**config.mk**
```make
export PLATFORM = sky130hd
export DESIGN_NAME = hufd_ctrl
export DESIGN_NICKNAME = d
export VERILOG_FILES = /design/src/rtl/hufd_pkg.sv /design/src/rtl/hufd_ctrl.sv
export SDC_FILE = /design/constraint.sdc
export NUM_CORES = 1
export LEC_CHECK = 0
export CORE_AREA = 2 2 39 41
export CTS_CLUSTER_SIZE = 12
export DETAILED_ROUTE_END_ITERATION = 7
export DIE_AREA = 0 0 41 43
export DONT_BUFFER_PORTS = 1
export SKIP_CTS_REPAIR_TIMING = 1
export SYNTH_ARGS = -nofsm -noshare
export SYNTH_HDL_FRONTEND = slang
export SYNTH_SLANG_ARGS = --single-unit
export TNS_END_PERCENT = 10
```
**constraint.sdc**
```tcl
create_clock -name clk -period 2 [get_ports clk]
set_input_delay 0.3 -clock clk [delete_from_list [all_inputs] [get_ports clk]]
set_output_delay 0.3 -clock clk [all_outputs]
set_load 0.01 [all_outputs]
```
**src/rtl/hufd_pkg.sv**
```systemverilog
// shared types and constants for the huffman tree stream decoder
// no dependencies; imported by hufd_ctrl, hufd_dp and the top module of the block
package hufd_pkg;

  localparam int MAX_NODES     = 1024;
  localparam int STACK_DEPTH   = 256;
  localparam int BITS_PER_BYTE = 8;
  localparam int NODE_W        = $clog2(MAX_NODES);
  localparam int CNT_W         = $clog2(MAX_NODES + 1);
  localparam int STK_AW        = $clog2(STACK_DEPTH);
  localparam int SP_W          = $clog2(STACK_DEPTH + 1);
  localparam int BIDX_W        = $clog2(BITS_PER_BYTE);
  localparam int LBC_W         = $clog2(BITS_PER_BYTE + 1);
  localparam int INFO_W        = 10;

  typedef enum logic [1:0] {
    PH_HEADER,
    PH_DECODE,
    PH_DONE
  } phase_t;

  typedef enum logic [1:0] {
    HS_TYPE,
    HS_KIND,
    HS_CHAR,
    HS_SKIP
  } hs_t;

  typedef enum logic [2:0] {
    S_IDLE,
    S_BIT,
    S_POP,
    S_DEC1,
    S_DEC2,
    S_FLUSH
  } ctrl_state_t;

  typedef struct packed {
    logic load;
    logic step;
    logic pop;
    logic dread;
    logic deval;
    logic flush;
    logic adv;
  } cmd_t;

  typedef struct packed {
    logic phase_done;
    logic go_pop;
    logic go_walk;
    logic last_bit;
    logic can_emit;
    logic pend_v;
    logic out_free;
  } stat_t;

endpackage

```
**src/rtl/hufd_ctrl.sv**
```systemverilog
// sequencing state machine: steps one header or decode bit at a time
// depends on hufd_pkg; drives commands into hufd_dp
module hufd_ctrl (
  input  logic           clk,
  input  logic           rst_n,
  input  logic           in_valid,
  output logic           in_stall,
  input  hufd_pkg::stat_t stat,
  output hufd_pkg::cmd_t  cmd
);
  import hufd_pkg::*;

  ctrl_state_t state_r, state_nxt;

  always_ff @(posedge clk) begin
    if (!rst_n) begin
      state_r <= S_IDLE;
    end else begin
      state_r <= state_nxt;
    end
  end

  always_comb begin
    state_nxt = state_r;
    cmd       = '0;
    in_stall  = 1'b1;
    case (state_r)
      S_IDLE: begin
        in_stall = 1'b0;
        if (in_valid) begin
          cmd.load  = 1'b1;
          state_nxt = S_BIT;
        end
      end
      S_BIT: begin
        if (stat.phase_done) begin
          state_nxt = S_FLUSH;
        end else if (stat.can_emit) begin
          cmd.step = 1'b1;
          if (stat.go_pop) begin
            state_nxt = S_POP;
          end else if (stat.go_walk) begin
            state_nxt = S_DEC1;
          end else if (stat.last_bit) begin
            state_nxt = S_FLUSH;
          end else begin
            cmd.adv = 1'b1;
          end
        end
      end
      S_POP: begin
        cmd.pop = 1'b1;
        if (stat.last_bit) begin
          state_nxt = S_FLUSH;
        end else begin
          cmd.adv   = 1'b1;
          state_nxt = S_BIT;
        end
      end
      S_DEC1: begin
        cmd.dread = 1'b1;
        state_nxt = S_DEC2;
      end
      S_DEC2: begin
        if (stat.can_emit) begin
          cmd.deval = 1'b1;
          if (stat.last_bit) begin
            state_nxt = S_FLUSH;
          end else begin
            cmd.adv   = 1'b1;
            state_nxt = S_BIT;
          end
        end
      end
      S_FLUSH: begin
        if (!stat.pend_v) begin
          state_nxt = S_IDLE;
        end else if (stat.out_free) begin
          cmd.flush = 1'b1;
          state_nxt = S_IDLE;
        end
      end
      default: begin
        state_nxt = S_IDLE;
      end
    endcase
  end

endmodule

```
==> flow_summary_export.csv, run 1 <==
group,metric,value,unit
outcome,outcome,"finished, final reports clean",
timing,rsz0062_at_grt,"false",
grt,grt_pass1_wl,1228,µm
power,irDropWorstVdd,0.0001662,V
critical_path,path_class,"flop to primary output",
clocking,ctsHtreeMaxLevel,1,
finish,fillerInstances,157,
floorplan,rows,14,
yosys,synth_area,354.1,µm²
detailed_routing,viasPerCell,5.475,
yosys,syn_area_per_cell,8.636,µm²
grt,grt_pass1_vias,308,
timing,slew_viol_final,0,
timing,min_period,1.853,ns
finish,syn2layout_area_growth,14.13,%
detailed_routing,antenna_left,0,
place,dp_cells,57,
clocking,cts_root_buffer,"clkbuf_4",
clocking,cts_tree,"built",
critical_path,end_kind,"primary output",
floorplan,initial_core_util,0.2559,
yosys,seq_area_frac_synth,0.1696,
grt,grt_max_degree,14,
yosys,synth-edff-count,0,
finish,layout-drive-gt1-share,0.3556,
finish,largest_reg_flops,3,
detailed_routing,wirelength,752,µm
critical_path,crit_fanout,6,
timing,timing_hold_violations_final,0,
timing,timing.final.crit_share,0.9265,
clocking,numCtsBuffers,3,
yosys,synth_cell_types,32,
yosys,ys_warn_count,0,
place,dp_hpwl,620.9,µm
power,power.density,717.7,mW/mm²
grt,antenna_found_initial,0,
place,gp_congestion,0.8085,
detailed_routing,firstDrtPassIters,1,
finish,finalNonFillerCells,61,
grt,overflow,0,
critical_path,required,1.70,ns
finish,n_antenna_cell,0,
finish,multiInputGateArea,267.8,µm²
detailed_routing,vias,334,
yosys,ys_seq_elements,3,
power,leakagePower,0.1560,nW
yosys,syn_nets,51,
critical_path,crit_slowest_cell,"dfxtp_1",
grt,grt.total_usage,0.1002,
floorplan,chipWidth,41,µm
floorplan,io_pins,18,
critical_path,cpPeakStageDelay,0.45,ns
clocking,cts_sinks,3,
critical_path,crit_chain,"nor4b_4, and2_1, a211oi_1, nor3_2",
floorplan,coreArea,0.001384,mm²
detailed_routing,drc,0,
detailed_routing,wl_per_cell,12.33,µm
floorplan,die_area,0.001763,mm²
min_path,min_path_cells,2,
floorplan,die_h,43,µm
critical_path,worst_setup_path_start_kind,"flop",
yosys,synth_common_cells,"nor2_1 (5), dfxtp_1 (3), a211oi_1 (2), and4_1 (2), inv_1 (2)",
yosys,synth-main-ff-cell,"dfxtp_1",
flow_run,maxCapViolations,0,
yosys,synthDominantCellAreaShare,0.1696,
timing,finalSetupViolCount,0,
power,power,0.2901,mW
yosys,synth_async_sr_flop_share,0,
timing,fin_tns_setup,0,ns
detailed_routing,drtIter0Drc,0,
clocking,path_clk_slew,0.04,ns
finish,top_regs,"state_r: 3 flops",
timing,worst_slew_pin_slew,0.3740,ns
clocking,clockBufferDepth,2,
critical_path,r2r-end,"state_r[1]",
critical_path,worst-r2r-setup-slack,0.46,ns
critical_path,crit_arrival,1.55,ns
min_path,holdCritPathClass,"primary input to flop",
clocking,clk_latency,0.23,ns
yosys,synth_top_area_cell,"dfxtp_1",
min_path,hold_end,"state_r[2]",
min_path,worstHoldStart,"rst_n",
timing,fin_skew,0.004707,ns
place,io_buffers,0,
critical_path,r2r-start,"state_r[1]",
finish,nets,56,
finish,largest-register,"state_r",
timing,max_freq,0.5397,GHz
yosys,synth_most_common_cell,"nor2_1",
critical_path,ff2ff_path_depth,4,
timing,maxSlewHeadroom,0.7503,
yosys,syn_inst,41,
yosys,synth.area.top_cells,"dfxtp_1 (17%), nor4b_4 (6.7%), nor2_1 (5.3%), and4_1 (4.9%), a2111oi_2 (4.2%)",
finish,register_area,60.06,µm²
-- critical path, delay by kind of cell, from the launching register on --
family / cells / cell delay [ns]
and+or+nand+nor: 3 / 0.76
DFF: 1 / 0.45
AOI/OAI and AO/OA: 1 / 0.10
-- through the flow --
step / setup WS (ns) / area (µm²) / hold WS, ns / util
5_1_grt: 0.02056 / 404.1 / 0.2290 / 0.2920
6_report: 0.1470 / 404.1 / 0.2189 / 0.2920
3_5_place_dp: 0.2758 / 372.9 / 0.4555 / 0.2694
2_1_floorplan: 0.3341 / 354.1 / 0.4486 / -
4_1_cts: 0.01684 / 399.1 / 0.2106 / 0.2884
3_3_place_gp: 0.2966 / 372.9 / 0.4599 / 0.2694
-- cell type report --
| cell class | count | area share |
|---|---|---|
| Inverter | 2 | 0.01858 |
| Tap cell | 16 | 0.04954 |
| Clock buffer | 4 | 0.06502 |
| Multi-Input combinational cell | 33 | 0.6625 |
| Sequential cell | 3 | 0.1486 |
| Timing Repair Buffer | 3 | 0.05573 |
-- per-layer routing --
metal	track usage	wire (µm)	vias to the layer above
met5	0	0	-
met2	0.1344	300	18
met1	0.1502	364	149
met3	0.005236	70	2
met4	0.06000	17	0
li1	-	-	165
-- power breakdown --
part	internal, mW	switching, mW	leakage, nW
sequential	0.0670	0.0114	0.0247
combinational	0.0521	0.0541	0.116
clock	0.0747	0.0308	0.0150
-- cells in the final DEF, fill, tap and decap left out, drive strengths merged, types with 2 or more instances in the layout --
master | netlist | final
and2 | 2 | 2
buf | 3 | 3
a211oi | 3 | 3
nor2 | 6 | 6
clkbuf | 0 | 4
and4 | 2 | 2
dfxtp | 3 | 3
inv | 2 | 2
-- worst max path at each step --
stage | slack (ns) | to | from
2_1_floorplan | 0.33 | cmd[0] | state_r[2]
3_3_place_gp | 0.30 | cmd[0] | state_r[1]
3_5_place_dp | 0.28 | cmd[0] | state_r[1]
4_1_cts | 0.02 | cmd[0] | state_r[1]
5_1_grt | 0.02 | cmd[0] | state_r[0]
6_report | 0.15 | cmd[0] | state_r[0]
-- kinds of logic after synthesis --
kind of cell	count (synthesis)	share of synthesized area
xor gates and xnor gates	1	0.02474
and+or+nand+nor	21	0.4418
muxes	1	0.02827
buffers and inverters	5	0.08834
AOI/OAI and AO/OA	10	0.2473
DFF	3	0.1696
No activity file was read; power rests on OpenSTA's default activity.
==> run 2: changes to the inputs <==
ABC_CLOCK_PERIOD_IN_PS = 2000   (was default)
GPL_TIMING_DRIVEN = 0   (was default)
SLEW_MARGIN = 20   (was default)
==> run 2 against run 1 <==
  * Setup slack lost 0.035 ns
  * Largest cell class unchanged
  * Flip-flop and latch count unchanged
  * Critical endpoint unchanged
  * Highest routed layer is now met3
  * Final area increased by 1.5%
  * Register-to-register slack better by 0.11 ns
  * Wire length rose by 3.9%
  * Via count shrank 3.6%
==> flow_summary_export.csv, run 2 (synthesis gave the netlist of run 1 again) <==
group,metric,value,unit
critical_path,cpPeakStageDelay,0.32,ns
power,power.density,706.1,mW/mm²
finish,top_regs,"state_r: 3 flops",
finish,largest_reg_flops,3,
min_path,hold_end,"state_r[2]",
floorplan,rows,14,
detailed_routing,wl_per_cell,12.80,µm
critical_path,r2r-end,"state_r[2]",
finish,fin_area,410.4,µm²
finish,layout_common_cells,"nor2_1 (5), clkbuf_4 (3), dfxtp_1 (3)",
flow_run,maxCapViolations,0,
timing,maxSlewHeadroom,0.7802,
finish,largest-register,"state_r",
power,irDropWorstVdd,0.0001724,V
floorplan,die_h,43,µm
timing,slew_viol_final,0,
detailed_routing,drtIter0Drc,4,
grt,grt.total_usage,0.09519,
floorplan,initial_core_util,0.2559,
finish,final_common_cell,"nor2_1",
finish,fillerInstances,160,
critical_path,crit_arrival,1.59,ns
finish,layout-drive-gt1-share,0.3778,
place,io_buffers,0,
detailed_routing,drc,0,
clocking,clk_latency,0.23,ns
clocking,cts_tree,"built",
min_path,worstHoldStart,"rst_n",
timing,fin_tns_setup,0,ns
detailed_routing,antenna_left,0,
timing,rsz0062_at_grt,"false",
critical_path,r2r-start,"state_r[1]",
floorplan,io_pins,18,
min_path,holdCritPathClass,"primary input to flop",
finish,multiInputGateArea,272.8,µm²
grt,grt_pass1_wl,1159,µm
min_path,min_path_cells,2,
place,dp_cells,57,
grt,antenna_found_initial,0,
finish,nets,56,
critical_path,end_kind,"primary output",
clocking,ctsHtreeMaxLevel,1,
place,placed_cell_area,374.1,µm²
floorplan,chipWidth,41,µm
floorplan,coreArea,0.001384,mm²
critical_path,path_class,"flop to primary output",
critical_path,ff2ff_path_depth,5,
power,leakagePower,0.1591,nW
detailed_routing,wirelength,781,µm
finish,n_antenna_cell,0,
clocking,clockBufferDepth,2,
clocking,path_clk_slew,0.04,ns
timing,fin_hold_ws,0.2237,ns
timing,worst_slew_pin_slew,0.3268,ns
grt,grt_pass1_vias,318,
timing,max_freq,0.5297,GHz
place,dp_hpwl,605.8,µm
outcome,outcome,"finished, final reports clean",
floorplan,die_area,0.001763,mm²
timing,fin_ws,0.1123,ns
detailed_routing,viasPerCell,5.279,
power,power,0.2898,mW
timing,min_period,1.888,ns
critical_path,worst-r2r-setup-slack,0.57,ns
critical_path,required,1.70,ns
clocking,cts_sinks,3,
finish,final_util,0.2966,
timing,timing_hold_violations_final,0,
clocking,cts_root_buffer,"clkbuf_4",
critical_path,crit_fanout,10,
place,dp_slack,0.1928,ns
finish,register_area,60.06,µm²
grt,overflow,0,
place,gp_congestion,0.7728,
grt,grt_max_degree,11,
critical_path,crit_slowest_cell,"nor4b_4",
timing,finalSetupViolCount,0,
detailed_routing,vias,322,
clocking,numCtsBuffers,3,
finish,syn2layout_area_growth,15.90,%
detailed_routing,firstDrtPassIters,2,
timing,fin_skew,0.001058,ns
critical_path,worst_setup_path_start_kind,"flop",
critical_path,crit_chain,"buf_6, nor4b_4, and2_1, a211oi_1, nor3_2",
finish,finalNonFillerCells,61,
timing,timing.final.crit_share,0.9438,
run 2: changes by cell type in the layout (fill, tap and decap cells not counted):
cell	change
buf_4	-2
buf_2	+1
buf_6	+1
nor3b_1	-1
nor3b_2	+1
run 2: how the worst max path moves through the flow:
stage	startpoint	slack (ns)	to
after floorplan	state_r[2]	0.33	cmd[0]
after global placement	state_r[2]	0.20	cmd[0]
after detailed placement	state_r[2]	0.19	cmd[0]
after CTS	state_r[2]	-0.06	cmd[0]
after global routing	state_r[0]	0.006	cmd[0]
final	state_r[1]	0.11	cmd[0]
run 2: metal layers:
layer | part of all wire | vias up | wire, µm | track usage
met4 | 0 | 0 | 0 | 0.08000
met3 | 0.086 | 0 | 67 | 0.005236
met2 | 0.42 | 17 | 326 | 0.1188
met5 | 0 | - | 0 | 0
met1 | 0.49 | 138 | 386 | 0.1406
li1 | - | 167 | - | -
run 2: report_power, final:
part	leakage, nW	internal (mW)	switching [mW]
Combinational	0.119	0.0514	0.0593
Clock	0.0150	0.0747	0.0299
Sequential	0.0247	0.0670	0.00748
Total	0.159	0.193	0.0967
run 2: layout make-up:
| type | count | share of cell area |
|---|---|---|
| plain buffers | 3 | 0.05793 |
| clock buffers | 4 | 0.06402 |
| inverters | 2 | 0.01829 |
| multi-input cells | 33 | 0.6646 |
| flip-flops and latches | 3 | 0.1463 |
| well taps | 16 | 0.04878 |
run 2: worst max-delay path, delay by kind of cell (launching register included):
| kind | cells | cell delay [ns] |
|---|---|---|
| flip-flops | 1 | 0.31 |
| AND/OR/NAND/NOR | 3 | 0.80 |
| buffers and inverters | 1 | 0.14 |
| AO/OA/AOI/OAI | 1 | 0.10 |
